--- src/rtl/core/iee_pkg.sv ---
`timescale 1ns / 1ps
// ----------------------------------------------------------------------------
// iee_pkg
// shared types and constants for the infix expression evaluator
// ----------------------------------------------------------------------------
package iee_pkg;

    localparam int STACK_DEPTH = 32;
    localparam int VALUE_WIDTH = 32;
    localparam int PTR_W       = $clog2(STACK_DEPTH);
    localparam int CNT_W       = $clog2(STACK_DEPTH + 1);

    localparam logic [2:0] OP_PAREN = 3'd0;
    localparam logic [2:0] OP_ADD   = 3'd1;
    localparam logic [2:0] OP_SUB   = 3'd2;
    localparam logic [2:0] OP_MUL   = 3'd3;
    localparam logic [2:0] OP_DIV   = 3'd4;

    localparam logic [1:0] ERR_NONE      = 2'd0;
    localparam logic [1:0] ERR_OVERFLOW  = 2'd1;
    localparam logic [1:0] ERR_MALFORMED = 2'd2;
    localparam logic [1:0] ERR_DIVZERO   = 2'd3;

    localparam logic [7:0] CH_ZERO  = 8'h30;
    localparam logic [7:0] CH_NINE  = 8'h39;
    localparam logic [7:0] CH_PLUS  = 8'h2b;
    localparam logic [7:0] CH_MINUS = 8'h2d;
    localparam logic [7:0] CH_STAR  = 8'h2a;
    localparam logic [7:0] CH_SLASH = 8'h2f;
    localparam logic [7:0] CH_OPEN  = 8'h28;
    localparam logic [7:0] CH_CLOSE = 8'h29;

    typedef struct packed {
        logic [7:0] ch;
        logic       last;
    } iee_in_t;

    typedef struct packed {
        logic signed [31:0] result;
        logic [1:0]         error;
    } iee_out_t;

    typedef struct packed {
        logic                   start;
        logic [2:0]             op;
        logic [VALUE_WIDTH-1:0] a;
        logic [VALUE_WIDTH-1:0] b;
    } iee_alu_req_t;

    function automatic logic [1:0] op_rank(input logic [2:0] op);
        logic [1:0] r;
        begin
            r = 2'((op + 3'd1) >> 1);
            return r;
        end
    endfunction

endpackage

--- src/rtl/core/iee_ram.sv ---
`timescale 1ns / 1ps
// ----------------------------------------------------------------------------
// iee_ram
// single port synchronous ram, registered read
// ----------------------------------------------------------------------------
module iee_ram #(
    parameter int WIDTH = 32,
    parameter int DEPTH = 32
) (
    input  logic                     clk,
    input  logic                     we,
    input  logic [$clog2(DEPTH)-1:0] addr,
    input  logic [WIDTH-1:0]         wdata,
    output logic [WIDTH-1:0]         rdata
);

    logic [WIDTH-1:0] mem [DEPTH];

    always_ff @(posedge clk)
    begin
        if (we)
        begin
            mem[addr] <= wdata;
        end
        rdata <= mem[addr];
    end

endmodule

--- src/rtl/core/iee_alu.sv ---
`timescale 1ns / 1ps
// ----------------------------------------------------------------------------
// iee_alu
// add, subtract, multiply and bit-serial truncating divide
// ----------------------------------------------------------------------------
module iee_alu
    import iee_pkg::*;
(
    input  logic                   clk,
    input  logic                   rst_n,
    input  iee_alu_req_t           req,
    output logic                   done,
    output logic [VALUE_WIDTH-1:0] res,
    output logic                   div_zero
);

    localparam int STEP_W = $clog2(VALUE_WIDTH + 1);

    logic                   busy_reg;
    logic [STEP_W-1:0]      step_reg;
    logic [VALUE_WIDTH-1:0] quo_reg;
    logic [VALUE_WIDTH-1:0] rem_reg;
    logic [VALUE_WIDTH-1:0] dsr_reg;
    logic                   neg_reg;
    logic                   done_reg;
    logic [VALUE_WIDTH-1:0] res_reg;
    logic                   dz_reg;
    logic [VALUE_WIDTH:0]   trial;
    logic [VALUE_WIDTH-1:0] rem_sh;
    logic [VALUE_WIDTH-1:0] ma;
    logic [VALUE_WIDTH-1:0] mb;

    assign ma     = req.a[VALUE_WIDTH-1] ? (~req.a + 1'b1) : req.a;
    assign mb     = req.b[VALUE_WIDTH-1] ? (~req.b + 1'b1) : req.b;
    assign rem_sh = {rem_reg[VALUE_WIDTH-2:0], quo_reg[VALUE_WIDTH-1]};
    assign trial  = {1'b0, rem_sh} - {1'b0, dsr_reg};

    always_ff @(posedge clk or negedge rst_n)
    begin
        if (!rst_n)
        begin
            busy_reg <= 1'b0;
            done_reg <= 1'b0;
        end
        else
        begin
            done_reg <= 1'b0;
            if (busy_reg)
            begin
                if (step_reg == STEP_W'(VALUE_WIDTH))
                begin
                    busy_reg <= 1'b0;
                    done_reg <= 1'b1;
                end
            end
            else if (req.start)
            begin
                if (req.op == OP_DIV && req.b != '0)
                begin
                    busy_reg <= 1'b1;
                end
                else
                begin
                    done_reg <= 1'b1;
                end
            end
        end
    end

    always_ff @(posedge clk)
    begin
        if (busy_reg)
        begin
            if (step_reg == STEP_W'(VALUE_WIDTH))
            begin
                res_reg <= neg_reg ? (~quo_reg + 1'b1) : quo_reg;
            end
            else
            begin
                step_reg <= step_reg + 1'b1;
                if (!trial[VALUE_WIDTH])
                begin
                    rem_reg <= trial[VALUE_WIDTH-1:0];
                    quo_reg <= {quo_reg[VALUE_WIDTH-2:0], 1'b1};
                end
                else
                begin
                    rem_reg <= rem_sh;
                    quo_reg <= {quo_reg[VALUE_WIDTH-2:0], 1'b0};
                end
            end
        end
        else if (req.start)
        begin
            dz_reg   <= 1'b0;
            step_reg <= '0;
            quo_reg  <= ma;
            rem_reg  <= '0;
            dsr_reg  <= mb;
            neg_reg  <= req.a[VALUE_WIDTH-1] ^ req.b[VALUE_WIDTH-1];
            case (req.op)
                OP_ADD:  res_reg <= req.a + req.b;
                OP_SUB:  res_reg <= req.a - req.b;
                OP_MUL:  res_reg <= VALUE_WIDTH'(req.a * req.b);
                OP_DIV:
                begin
                    res_reg <= '0;
                    dz_reg  <= (req.b == '0);
                end
                default: res_reg <= '0;
            endcase
        end
    end

    assign done     = done_reg;
    assign res      = res_reg;
    assign div_zero = dz_reg;

endmodule

--- src/rtl/core/iee_ctrl.sv ---
`timescale 1ns / 1ps
// ----------------------------------------------------------------------------
// iee_ctrl
// sequencer over value and operator stack memories
// ----------------------------------------------------------------------------
module iee_ctrl
    import iee_pkg::*;
(
    input  logic         clk,
    input  logic         rst_n,
    input  logic         in_valid,
    output logic         in_ready,
    input  iee_in_t      in_data,
    output logic         out_valid,
    input  logic         out_ready,
    output iee_out_t     out_data
);

    localparam logic [3:0] S_IDLE   = 4'd0;
    localparam logic [3:0] S_CLOSE  = 4'd1;
    localparam logic [3:0] S_DISP   = 4'd2;
    localparam logic [3:0] S_OPRD   = 4'd3;
    localparam logic [3:0] S_OPCHK  = 4'd4;
    localparam logic [3:0] S_BRD    = 4'd5;
    localparam logic [3:0] S_ARD    = 4'd6;
    localparam logic [3:0] S_AWAIT  = 4'd7;
    localparam logic [3:0] S_ALU    = 4'd8;
    localparam logic [3:0] S_PUSHR  = 4'd9;
    localparam logic [3:0] S_FINRD  = 4'd10;
    localparam logic [3:0] S_FINOUT = 4'd11;
    localparam logic [3:0] S_OUT    = 4'd12;

    // mode: what the reduction loop is working for
    localparam logic [1:0] M_OP    = 2'd0;
    localparam logic [1:0] M_CLOSE = 2'd1;
    localparam logic [1:0] M_END   = 2'd2;

    logic [3:0]             state_reg;
    logic [1:0]             mode_reg;
    logic [7:0]             ch_reg;
    logic                   last_reg;
    logic [2:0]             op_reg;
    logic [2:0]             top_op_reg;
    logic [CNT_W-1:0]       vcnt_reg;
    logic [CNT_W-1:0]       ocnt_reg;
    logic [VALUE_WIDTH-1:0] acc_reg;
    logic                   open_reg;
    logic [1:0]             err_reg;
    logic [VALUE_WIDTH-1:0] b_reg;
    iee_out_t               out_reg;

    logic                   v_we;
    logic [PTR_W-1:0]       v_addr;
    logic [VALUE_WIDTH-1:0] v_wdata;
    logic [VALUE_WIDTH-1:0] v_rdata;
    logic                   o_we;
    logic [PTR_W-1:0]       o_addr;
    logic [2:0]             o_wdata;
    logic [2:0]             o_rdata;

    iee_alu_req_t           alu_req;
    logic                   alu_done;
    logic [VALUE_WIDTH-1:0] alu_res;
    logic                   alu_dz;

    logic                   is_digit;
    logic                   is_op;
    logic [2:0]             ch_op;
    logic [VALUE_WIDTH-1:0] acc_x10;

    iee_ram #(.WIDTH(VALUE_WIDTH), .DEPTH(STACK_DEPTH)) u_vram (
        .clk   (clk),
        .we    (v_we),
        .addr  (v_addr),
        .wdata (v_wdata),
        .rdata (v_rdata)
    );

    iee_ram #(.WIDTH(3), .DEPTH(STACK_DEPTH)) u_oram (
        .clk   (clk),
        .we    (o_we),
        .addr  (o_addr),
        .wdata (o_wdata),
        .rdata (o_rdata)
    );

    iee_alu u_alu (
        .clk      (clk),
        .rst_n    (rst_n),
        .req      (alu_req),
        .done     (alu_done),
        .res      (alu_res),
        .div_zero (alu_dz)
    );

    assign is_digit = (ch_reg >= CH_ZERO) && (ch_reg <= CH_NINE);
    assign acc_x10  = (acc_reg << 3) + (acc_reg << 1);

    always_comb
    begin
        is_op = 1'b1;
        ch_op = OP_ADD;
        case (ch_reg)
            CH_PLUS:  ch_op = OP_ADD;
            CH_MINUS: ch_op = OP_SUB;
            CH_STAR:  ch_op = OP_MUL;
            CH_SLASH: ch_op = OP_DIV;
            default:  is_op = 1'b0;
        endcase
    end

    // memory port and alu request control
    always_comb
    begin
        v_we    = 1'b0;
        v_addr  = vcnt_reg[PTR_W-1:0];
        v_wdata = acc_reg;
        o_we    = 1'b0;
        o_addr  = ocnt_reg[PTR_W-1:0] - 1'b1;
        o_wdata = op_reg;
        alu_req = '0;
        case (state_reg)
            S_CLOSE:
            begin
                v_we = open_reg && (vcnt_reg < CNT_W'(STACK_DEPTH));
            end
            S_DISP:
            begin
                o_addr  = ocnt_reg[PTR_W-1:0];
                o_wdata = (ch_reg == CH_OPEN) ? OP_PAREN : op_reg;
                o_we    = !is_digit && (ch_reg == CH_OPEN)
                          && (ocnt_reg < CNT_W'(STACK_DEPTH));
            end
            S_OPRD:
            begin
                o_addr = ocnt_reg[PTR_W-1:0] - 1'b1;
            end
            S_OPCHK:
            begin
                o_addr  = ocnt_reg[PTR_W-1:0];
                o_we    = (mode_reg == M_OP) && (ocnt_reg == '0 ||
                          op_rank(o_rdata) < op_rank(op_reg))
                          && (ocnt_reg < CNT_W'(STACK_DEPTH));
                v_addr  = vcnt_reg[PTR_W-1:0] - 1'b1;
            end
            S_BRD:
            begin
                v_addr = vcnt_reg[PTR_W-1:0] - 1'b1;
            end
            S_ARD:
            begin
                v_addr = vcnt_reg[PTR_W-1:0] - 2'd2;
            end
            S_AWAIT:
            begin
                alu_req.start = 1'b1;
                alu_req.op    = top_op_reg;
                alu_req.a     = v_rdata;
                alu_req.b     = b_reg;
            end
            S_PUSHR:
            begin
                v_addr  = vcnt_reg[PTR_W-1:0];
                v_wdata = alu_res;
                v_we    = 1'b1;
            end
            S_FINRD:
            begin
                v_addr = vcnt_reg[PTR_W-1:0] - 1'b1;
            end
            default:
            begin
                v_we = 1'b0;
            end
        endcase
    end

    always_ff @(posedge clk or negedge rst_n)
    begin
        if (!rst_n)
        begin
            state_reg <= S_IDLE;
            vcnt_reg  <= '0;
            ocnt_reg  <= '0;
            acc_reg   <= '0;
            open_reg  <= 1'b0;
            err_reg   <= ERR_NONE;
            mode_reg  <= M_OP;
        end
        else
        begin
            case (state_reg)
                S_IDLE:
                begin
                    if (in_valid)
                    begin
                        ch_reg    <= in_data.ch;
                        last_reg  <= in_data.last;
                        state_reg <= S_CLOSE;
                    end
                end
                S_CLOSE:
                begin
                    op_reg <= ch_op;
                    if (is_digit)
                    begin
                        acc_reg   <= acc_x10 + VALUE_WIDTH'(ch_reg - CH_ZERO);
                        open_reg  <= 1'b1;
                        state_reg <= last_reg ? S_CLOSE : S_IDLE;
                        if (last_reg)
                        begin
                            ch_reg <= 8'h00;
                        end
                    end
                    else
                    begin
                        if (open_reg)
                        begin
                            if (vcnt_reg < CNT_W'(STACK_DEPTH))
                            begin
                                vcnt_reg <= vcnt_reg + 1'b1;
                            end
                            else if (err_reg == ERR_NONE)
                            begin
                                err_reg <= ERR_OVERFLOW;
                            end
                            acc_reg  <= '0;
                            open_reg <= 1'b0;
                        end
                        state_reg <= S_DISP;
                    end
                end
                S_DISP:
                begin
                    if (last_reg && ch_reg == 8'h00)
                    begin
                        mode_reg  <= M_END;
                        state_reg <= S_OPRD;
                    end
                    else if (ch_reg == CH_OPEN)
                    begin
                        if (ocnt_reg < CNT_W'(STACK_DEPTH))
                        begin
                            ocnt_reg <= ocnt_reg + 1'b1;
                        end
                        else if (err_reg == ERR_NONE)
                        begin
                            err_reg <= ERR_OVERFLOW;
                        end
                        state_reg <= last_reg ? S_OPRD : S_IDLE;
                        mode_reg  <= M_END;
                    end
                    else if (ch_reg == CH_CLOSE)
                    begin
                        mode_reg  <= M_CLOSE;
                        state_reg <= S_OPRD;
                    end
                    else if (is_op)
                    begin
                        mode_reg  <= M_OP;
                        state_reg <= S_OPRD;
                    end
                    else
                    begin
                        mode_reg  <= M_END;
                        state_reg <= last_reg ? S_OPRD : S_IDLE;
                    end
                end
                S_OPRD:
                begin
                    state_reg <= S_OPCHK;
                end
                S_OPCHK:
                begin
                    top_op_reg <= o_rdata;
                    case (mode_reg)
                        M_OP:
                        begin
                            if (ocnt_reg != '0 && op_rank(o_rdata) >= op_rank(op_reg))
                            begin
                                ocnt_reg  <= ocnt_reg - 1'b1;
                                state_reg <= S_BRD;
                            end
                            else
                            begin
                                if (ocnt_reg < CNT_W'(STACK_DEPTH))
                                begin
                                    ocnt_reg <= ocnt_reg + 1'b1;
                                end
                                else if (err_reg == ERR_NONE)
                                begin
                                    err_reg <= ERR_OVERFLOW;
                                end
                                state_reg <= last_reg ? S_OPRD : S_IDLE;
                                mode_reg  <= M_END;
                            end
                        end
                        M_CLOSE:
                        begin
                            if (ocnt_reg == '0)
                            begin
                                if (err_reg == ERR_NONE)
                                begin
                                    err_reg <= ERR_MALFORMED;
                                end
                                state_reg <= last_reg ? S_OPRD : S_IDLE;
                                mode_reg  <= M_END;
                            end
                            else if (o_rdata == OP_PAREN)
                            begin
                                ocnt_reg  <= ocnt_reg - 1'b1;
                                state_reg <= last_reg ? S_OPRD : S_IDLE;
                                mode_reg  <= M_END;
                            end
                            else
                            begin
                                ocnt_reg  <= ocnt_reg - 1'b1;
                                state_reg <= S_BRD;
                            end
                        end
                        default:
                        begin
                            if (ocnt_reg == '0)
                            begin
                                state_reg <= S_FINRD;
                            end
                            else if (o_rdata == OP_PAREN)
                            begin
                                ocnt_reg <= ocnt_reg - 1'b1;
                                if (err_reg == ERR_NONE)
                                begin
                                    err_reg <= ERR_MALFORMED;
                                end
                                state_reg <= S_OPRD;
                            end
                            else
                            begin
                                ocnt_reg  <= ocnt_reg - 1'b1;
                                state_reg <= S_BRD;
                            end
                        end
                    endcase
                end
                S_BRD:
                begin
                    if (vcnt_reg < CNT_W'(2))
                    begin
                        if (err_reg == ERR_NONE)
                        begin
                            err_reg <= ERR_MALFORMED;
                        end
                        state_reg <= S_OPRD;
                    end
                    else
                    begin
                        state_reg <= S_ARD;
                    end
                end
                S_ARD:
                begin
                    b_reg     <= v_rdata;
                    state_reg <= S_AWAIT;
                end
                S_AWAIT:
                begin
                    vcnt_reg  <= vcnt_reg - 2'd2;
                    state_reg <= S_ALU;
                end
                S_ALU:
                begin
                    if (alu_done)
                    begin
                        if (alu_dz && err_reg == ERR_NONE)
                        begin
                            err_reg <= ERR_DIVZERO;
                        end
                        state_reg <= S_PUSHR;
                    end
                end
                S_PUSHR:
                begin
                    vcnt_reg  <= vcnt_reg + 1'b1;
                    state_reg <= S_OPRD;
                end
                S_FINRD:
                begin
                    state_reg <= S_FINOUT;
                end
                S_FINOUT:
                begin
                    if (err_reg != ERR_NONE)
                    begin
                        out_reg.error  <= err_reg;
                        out_reg.result <= '0;
                    end
                    else if (vcnt_reg != CNT_W'(1))
                    begin
                        out_reg.error  <= ERR_MALFORMED;
                        out_reg.result <= '0;
                    end
                    else
                    begin
                        out_reg.error  <= ERR_NONE;
                        out_reg.result <= v_rdata;
                    end
                    vcnt_reg  <= '0;
                    ocnt_reg  <= '0;
                    acc_reg   <= '0;
                    open_reg  <= 1'b0;
                    err_reg   <= ERR_NONE;
                    state_reg <= S_OUT;
                end
                S_OUT:
                begin
                    if (out_ready)
                    begin
                        state_reg <= S_IDLE;
                    end
                end
                default:
                begin
                    state_reg <= S_IDLE;
                end
            endcase
        end
    end

    assign in_ready  = (state_reg == S_IDLE);
    assign out_valid = (state_reg == S_OUT);
    assign out_data  = out_reg;

endmodule

--- src/rtl/core/infix_expression_evaluator_top.sv ---
`timescale 1ns / 1ps
// ----------------------------------------------------------------------------
// infix_expression_evaluator_top
// shunting-yard evaluator over value and operator stack memories
//
//   channel   direction  payload            handshake
//   in        input      ch, last           in_valid / in_ready
//   out       output     result, error      out_valid / out_ready
//
// a digit is accumulated in the close state; other characters go to dispatch
// operators read the stack top; reductions use the alu (divide is bit-serial)
// the final character adds the drain, one register read and the output
// reset is asynchronous and empties both stacks by clearing their counts
// the result waits in its register until out_ready; input is held off meanwhile
// ----------------------------------------------------------------------------
module infix_expression_evaluator_top
    import iee_pkg::*;
(
    input  logic     clk,
    input  logic     rst_n,
    input  logic     in_valid,
    output logic     in_ready,
    input  iee_in_t  in_data,
    output logic     out_valid,
    input  logic     out_ready,
    output iee_out_t out_data
);

    iee_ctrl u_ctrl (
        .clk       (clk),
        .rst_n     (rst_n),
        .in_valid  (in_valid),
        .in_ready  (in_ready),
        .in_data   (in_data),
        .out_valid (out_valid),
        .out_ready (out_ready),
        .out_data  (out_data)
    );

`ifndef SYNTHESIS
    a_no_overlap: assert property (@(posedge clk) disable iff (!rst_n)
        !(in_ready && out_valid))
        else $error("input taken while result pending");
    a_err_zero: assert property (@(posedge clk) disable iff (!rst_n)
        (out_valid && out_data.error != ERR_NONE) |-> (out_data.result == '0))
        else $error("nonzero result with error");
    a_out_hold: assert property (@(posedge clk) disable iff (!rst_n)
        (out_valid && !out_ready) |=> (out_valid && $stable(out_data)))
        else $error("result dropped before transfer");
`endif

endmodule

--- config.mk ---
export PLATFORM = sky130hd
export DESIGN_NAME = infix_expression_evaluator_top
export DESIGN_NICKNAME = d
export VERILOG_FILES = /design/src/rtl/core/iee_pkg.sv /design/src/rtl/core/iee_ram.sv /design/src/rtl/core/iee_alu.sv /design/src/rtl/core/iee_ctrl.sv /design/src/rtl/core/infix_expression_evaluator_top.sv
export SDC_FILE = /design/constraint.sdc
export NUM_CORES = 2
export LEC_CHECK = 0
export BUFFER_PORTS_ARGS = -buffer_cell sky130_fd_sc_hd__buf_4
export CORE_MARGIN = 1.5
export CORE_UTILIZATION = 65
export DETAILED_ROUTE_END_ITERATION = 10
export GPL_ROUTABILITY_DRIVEN = 0
export MAX_ROUTING_LAYER = met4
export PLACE_DENSITY = 0.84
export SYNTH_ARGS = -nofsm -noshare
export SYNTH_HDL_FRONTEND = slang
export SYNTH_HIERARCHICAL = 1
export SYNTH_SLANG_ARGS = --single-unit
--- constraint.sdc ---
create_clock -name clk -period 9.7 [get_ports clk]
set_input_delay 0 -clock clk [delete_from_list [all_inputs] [get_ports clk]]
set_output_delay 0 -clock clk [all_outputs]
set_load 0.05 [all_outputs]
* Word-level counts from Yosys, hierarchy flattened
Memories as Yosys holds them, arrays and structs flattened. A register that Yosys moved wholly into a read port is not among the register bits.
Index checks and enable logic that the tools add are counted.
** Storage, ports and cells
- Output and inout bits :: 36
- Memories kept :: 2
- Bits in writable memories :: 1120
- Register bits after elaboration :: 271
** Memory list
- u_ctrl.u_vram.mem :: words 32, width 32, rd ports 1, clocked after memory_dff 1, write ports 1, line iee_ram.sv:17 : logic [WIDTH-1:0] mem [DEPTH];
- u_ctrl.u_oram.mem :: words 32, width 3, rd ports 1, clocked after memory_dff 1, write ports 1, line iee_ram.sv:17
** Operators by class
- Add/subtract/negate cells :: 19
- Muxes and demuxes :: 106
- Multipliers :: 1
- Eq/ne operators :: 48
- Magnitude comparators :: 7
- Reduce and logical (&&, ||, !) cells :: 48
- Bitwise operators :: 5
** Operators with widths (count)
- $mux 32 :: 11
- $mux 31 :: 5
- $add 32x1->32 const B :: 3
- $add 32x32->32 :: 3
- $not 32->32 :: 3
- $pmux 32 s3 :: 1
- $mux 6 :: 12
- $mux 68 :: 1
- $pmux 32 s2 :: 1
- $pmux 4 s13 :: 1
- $mux 2 :: 25
- $eq 8x6->1 const B :: 6
- $mux 4 :: 12
- $sub 32x32->33 :: 1
- $logic_not 32->1 :: 1
- $mul 32x32->32 :: 1
- $reduce_bool 32->1 :: 1
- $sub 32x32->32 :: 1
- $mux 8 :: 3
- $pmux 6 s4 :: 1
- $eq 4x4->1 const B :: 5
- $add 6x1->6 const B :: 3
- $ne 2x1->1 const B :: 9
- $pmux 6 s3 :: 1
- other kinds (60) :: 123

* Longest topological paths before layout
- Word-level depth :: 8
- Depth in mapped cells :: 36
- Gate-level depth less buffers :: 32

* By module
Netlist, hierarchy kept.
** By module, submodules not included
- iee_ram at u_ctrl.u_vram :: instances 1, area each 39743.1 um^2, cells an instance 2107
- iee_alu :: instances 1, area each 27214.9 um^2, cells an instance 3030
- iee_ctrl :: instances 1, area each 9305.2 um^2, cells an instance 933
- iee_ram at u_ctrl.u_oram :: instances 1, area each 4117.7 um^2, cells an instance 262

* Worst setup path before layout
No wires, ideal clock.
- Path kind :: register to register
- From :: register u_ctrl.state_reg[1]
- To :: register u_ctrl.u_alu.res_reg[31], in the netlist u_ctrl/u_alu/res[31], data pin
- Arrival time :: 8.290 ns
- Setup slack :: 1.140 ns
- Setup time :: 0.270 ns
- Stages on the path, launching flop included :: 33
- Period minus slack after synthesis :: 8.560 ns
- Path through :: dfrtp_1 > buf_4 > buf_2 > nand3_1 > clkinv_1 > clkbuf_1 > and2_1 > clkbuf_1 > clkbuf_1 > and2_1 > fa_1 > fa_1 > fa_1 > inv_1 > fa_1 > inv_1 > fa_1 > fa_1 > fa_1 > inv_1 > fa_1 > inv_1 > ha_1 > a21o_1 > a21o_1 > and4_1 > o21ai_0 > o311a_1 > a21oi_1 > o31ai_1 > xnor2_1 > o221a_2 > a21oi_1
** RTL lines
- start, declared :: line iee_ctrl.sv:38 : logic [3:0] state_reg;
- start signal, assigned :: line iee_ctrl.sv:209 : state_reg <= last_reg ? S_CLOSE : S_IDLE;
- start signal, assigned :: line iee_ctrl.sv:250 : state_reg <= last_reg ? S_OPRD : S_IDLE;
- start signal, assigned :: line iee_ctrl.sv:266 : state_reg <= last_reg ? S_OPRD : S_IDLE;
- end signal, assigned :: line iee_alu.sv:76 : res_reg <= neg_reg ? (~quo_reg + 1'b1) : quo_reg;
- end signal, assigned :: line iee_alu.sv:102 : OP_ADD: res_reg <= req.a + req.b;
- end signal, assigned :: line iee_alu.sv:103 : OP_SUB: res_reg <= req.a - req.b;
- end, declared :: line iee_alu.sv:26 : logic [VALUE_WIDTH-1:0] res_reg;

==> impl_metrics.csv <==
group,metric,value,unit
global_routing,overflow,0,
critical_path,r2r_end,"u_ctrl/u_alu/res[31]",
floorplanning,die-height,355,microns
layout,final_common_cell,"edfxtp_1",
route,totalWireLength,220,mm
critical_path,reg2reg_from,"u_ctrl/state_reg[3]",
sta,rsz0062_at_grt,"no",
critical_path,crit_type,"flop to flop",
pwr,pwr-share-seq,35.5,%
yosys,synth_top_flop_cell,"edfxtp_1",
pwr,p_int,13700,uW
run,max_cap_violations,0,
layout,top_register,"u_ctrl/u_vram/mem",
global_routing,first_global_vias,53900,
route,via_count,53700,
layout,drive_above_1_share,8.34,%
place,placed_area,82500,sq um
route,via_per_inst,6.66,
layout,mostFrequentLayoutCells,"edfxtp_1 (1,336), mux2i_1 (595), inv_1 (540)",
yosys,synthArstFlopShare,3.86,%
sta,setup_violations,0,
yosys,seq_area_frac_synth,52.5,%
clock_tree,cts_hold_buf,15,
pwr,pwr-share-clk,24.0,%
critical_path,worstPathRequired,10.22,ns
route,ant_nets,0,
layout,fin_nets,7012,
floorplanning,rows,128,
place,place_hpwl,140,mm
global_routing,antenna_found_initial,12,
hold_path,hold_path.class,"primary input to flop",
outcome,outcome,"complete, no violations",
critical_path,cp-end-kind,"flop",
layout,fill_cells,7635,
pwr,pwr-share-comb,40.5,%
yosys,syn_nets,7024,
yosys,synth_warnings,6,
sta,fin_tns_setup,0,ns
layout,area.sequential,42200,sq um
sta,skew,0.0333,ns
route,drtIter0Drc,7627,
critical_path,ff2ff_path_depth,29,
critical_path,crit_start,"u_ctrl/state_reg[3]",
clock_tree,clk_latency,0.80,ns
pwr,power_density,257,nW/um^2
route,drc,0,
route,wl_per_cell,27.3,microns
clock_tree,numCtsBuffers,143,
yosys,synth_area,80400,sq um
layout,finalInstanceArea,87200,sq um
sta,clock.fmax,109,MHz
clock_tree,clock-root-buffer,"clkbuf_16",
yosys,synth_seq_cells,1426,
global_routing,grt.total_usage,36.1,%
sta,layout_min_cycle_time,9.22,ns
critical_path,setup.worst_path.start_class,"flop",
layout,multi_input_area,34700,sq um
sta,hold_viol,0,
floorplanning,io_pins,49,
clock_tree,cts_tree,"done",
critical_path,crit_top_cell,"fa_1",
clock_tree,post_cts_buffers,0,
pwr,switching_share,38.9,%
layout,largest_register_ffs,1024,
floorplanning,fp.dieArea,126000,sq um
floorplanning,die_w,355,microns
critical_path,endpoint,"u_ctrl/u_alu/res[31]",
sta,tightest_slew,1.35,ns
clock_tree,cts-resized-gates,0,
sta,relSlewSlack,9.25,%
clock_tree,clk_pin_slew,0.07,ns
floorplanning,initial_core_util,65.8,%
pwr,p_switching,8720,uW
route,drt_pass1_iterations,8,
place,dp.cells,7785,
pwr,power_leakage,0.0345,uW
critical_path,slowest_stage,"fa_1",
sta,finalCritPeriodShare,95.0,%
clock_tree,clk_path_buf_depth,3,
clock_tree,htree_num_levels,4,
yosys,syn_inst,6332,
critical_path,crit_fanout,74,
yosys,synth_cell_types,102,
global_routing,grt_pass1_wl,328,mm
layout,layout.cells.non_filler,8063,
yosys,avgSynthCellArea,12.7,sq um
clock_tree,cts_sinks,1426,
pwr,peakVddDrop,358,uV
layout,syn_to_final_growth,8.52,%
sta,finalMaxSlewViolations,0,
yosys,synth-edff-count,1336,
global_routing,grt_max_degree,110,
critical_path,arrival,9.74,ns
place,port_buffers,48,
critical_path,ff2ff_setup_slack,0.48,ns
critical_path,critPathMaxStageDelay,0.56,ns
floorplanning,core,122000,sq um
==> metal layers <==
layer  wire [microns]  track usage [%]  up-vias  share of wire [%]
met4            13500             18.6        0                6.1
met1            78200             46.6    26400                 36
met3            28300             7.83      848                 13
met2           100000             54.2     3989                 45
li1                 -                -    22500                  -
met5                0                -        -                  0
==> how the worst min path moves through the flow <==
stage,endpoint,from,cells past startpoint
2_1_floorplan,u_ctrl/acc_reg[0],rst_n,0
3_3_place_gp,u_ctrl/err_reg[0],rst_n,1
3_5_place_dp,u_ctrl/err_reg[0],rst_n,1
4_1_cts,u_ctrl/ch_reg[3],in_data[4],3
5_1_grt,u_ctrl/ch_reg[1],in_data[2],3
6_report,u_ctrl/ch_reg[1],in_data[2],3
==> metrics by stage <==
step / total power [uW] / utilization (%) / hold WS (ns) / setup slack, ns
final: 22400 / 71.4 / 0.0519 / 0.484
after global routing: 23000 / 71.4 / 0.0778 / 0.209
after CTS: 22100 / 71.4 / 0.0162 / 0.773
after detailed placement: 16700 / 67.5 / 0.140 / 0.793
after global placement: 16400 / 67.5 / 0.135 / 0.942
after floorplan: 14200 / - / -0.296 / 1.14
==> cell usage after synthesis, types with 9 or more instances <==
| master | count | share of area [%] |
|---|---|---|
| a211oi_1 | 20 | 0.19 |
| a21o_1 | 52 | 0.49 |
| a21oi_1 | 132 | 0.82 |
| a221oi_1 | 18 | 0.20 |
| a22oi_1 | 11 | 0.10 |
| a31oi_1 | 27 | 0.21 |
| and2_1 | 425 | 3.3 |
| and3_1 | 17 | 0.13 |
| buf_1 | 14 | 0.065 |
| buf_2 | 94 | 0.59 |
| buf_4 | 10 | 0.093 |
| buf_6 | 29 | 0.41 |
| clkbuf_1 | 218 | 1.0 |
| dfrtp_1 | 55 | 1.7 |
| dfxtp_1 | 35 | 0.87 |
| edfxtp_1 | 1336 | 50 |
| fa_1 | 439 | 11 |
| ha_1 | 240 | 3.7 |
| inv_1 | 540 | 2.5 |
| mux2_2 | 30 | 0.42 |
| mux2i_1 | 595 | 7.4 |
| nand2_1 | 447 | 2.1 |
| nand2b_1 | 26 | 0.20 |
| nand3_1 | 80 | 0.50 |
| nand3b_1 | 12 | 0.11 |
| nand4_1 | 13 | 0.10 |
| nand4b_1 | 10 | 0.11 |
| nor2_1 | 211 | 0.99 |
| nor2b_1 | 29 | 0.23 |
| nor3_1 | 54 | 0.34 |
| nor4_1 | 75 | 0.58 |
| o211ai_1 | 13 | 0.12 |
| o21a_1 | 16 | 0.15 |
| o21ai_0 | 171 | 1.1 |
| o21ai_1 | 9 | 0.056 |
| o21bai_1 | 9 | 0.084 |
| o22ai_1 | 291 | 2.3 |
| o31ai_1 | 37 | 0.35 |
| o41ai_1 | 14 | 0.15 |
| or3_1 | 25 | 0.19 |
| or4_1 | 12 | 0.11 |
| xnor2_1 | 162 | 1.8 |
| xor2_1 | 134 | 1.5 |
==> power groups by stage <==
stage                     Combinational, uW  Clock (uW)  Sequential, uW
after CTS                              8750        5410            7940
after floorplan                        6340           0            7840
after detailed placement               8630           0            8060
after global routing                   9450        5630            7970
final                                  9070        5380            7970
after global placement                 8390           0            8050
==> final cells by class <==
| class | count | share of cell area, % |
|---|---|---|
| Clock inverter | 62 | 0.746 |
| Multi-Input combinational cell | 3999 | 39.8 |
| Clock buffer | 193 | 4.46 |
| Antenna cell | 8 | 0.0230 |
| Timing Repair Buffer | 208 | 1.90 |
| Tap cell | 1625 | 2.33 |
| Sequential cell | 1426 | 48.4 |
| Inverter | 542 | 2.33 |
==> cells by family after synthesis <==
family | synth area share [%]
xor gates and xnor gates | 3.23
DFF | 52.5
adders and majority gates | 14.7
buffers and inverters | 4.70
muxes | 7.83
and+or+nand+nor | 9.89
AOI/OAI and AO/OA | 7.19
==> critical path: cells and delay by family, from the launching register on <==
kind | cells | cell delay, ns
flops | 1 | 0.37
buf+inv | 7 | 1.01
compound gates | 4 | 0.74
fa+ha+maj | 9 | 4.38
xor+xnor | 1 | 0.16
simple gates | 8 | 2.25
Power figures use the tool's default switching activity.
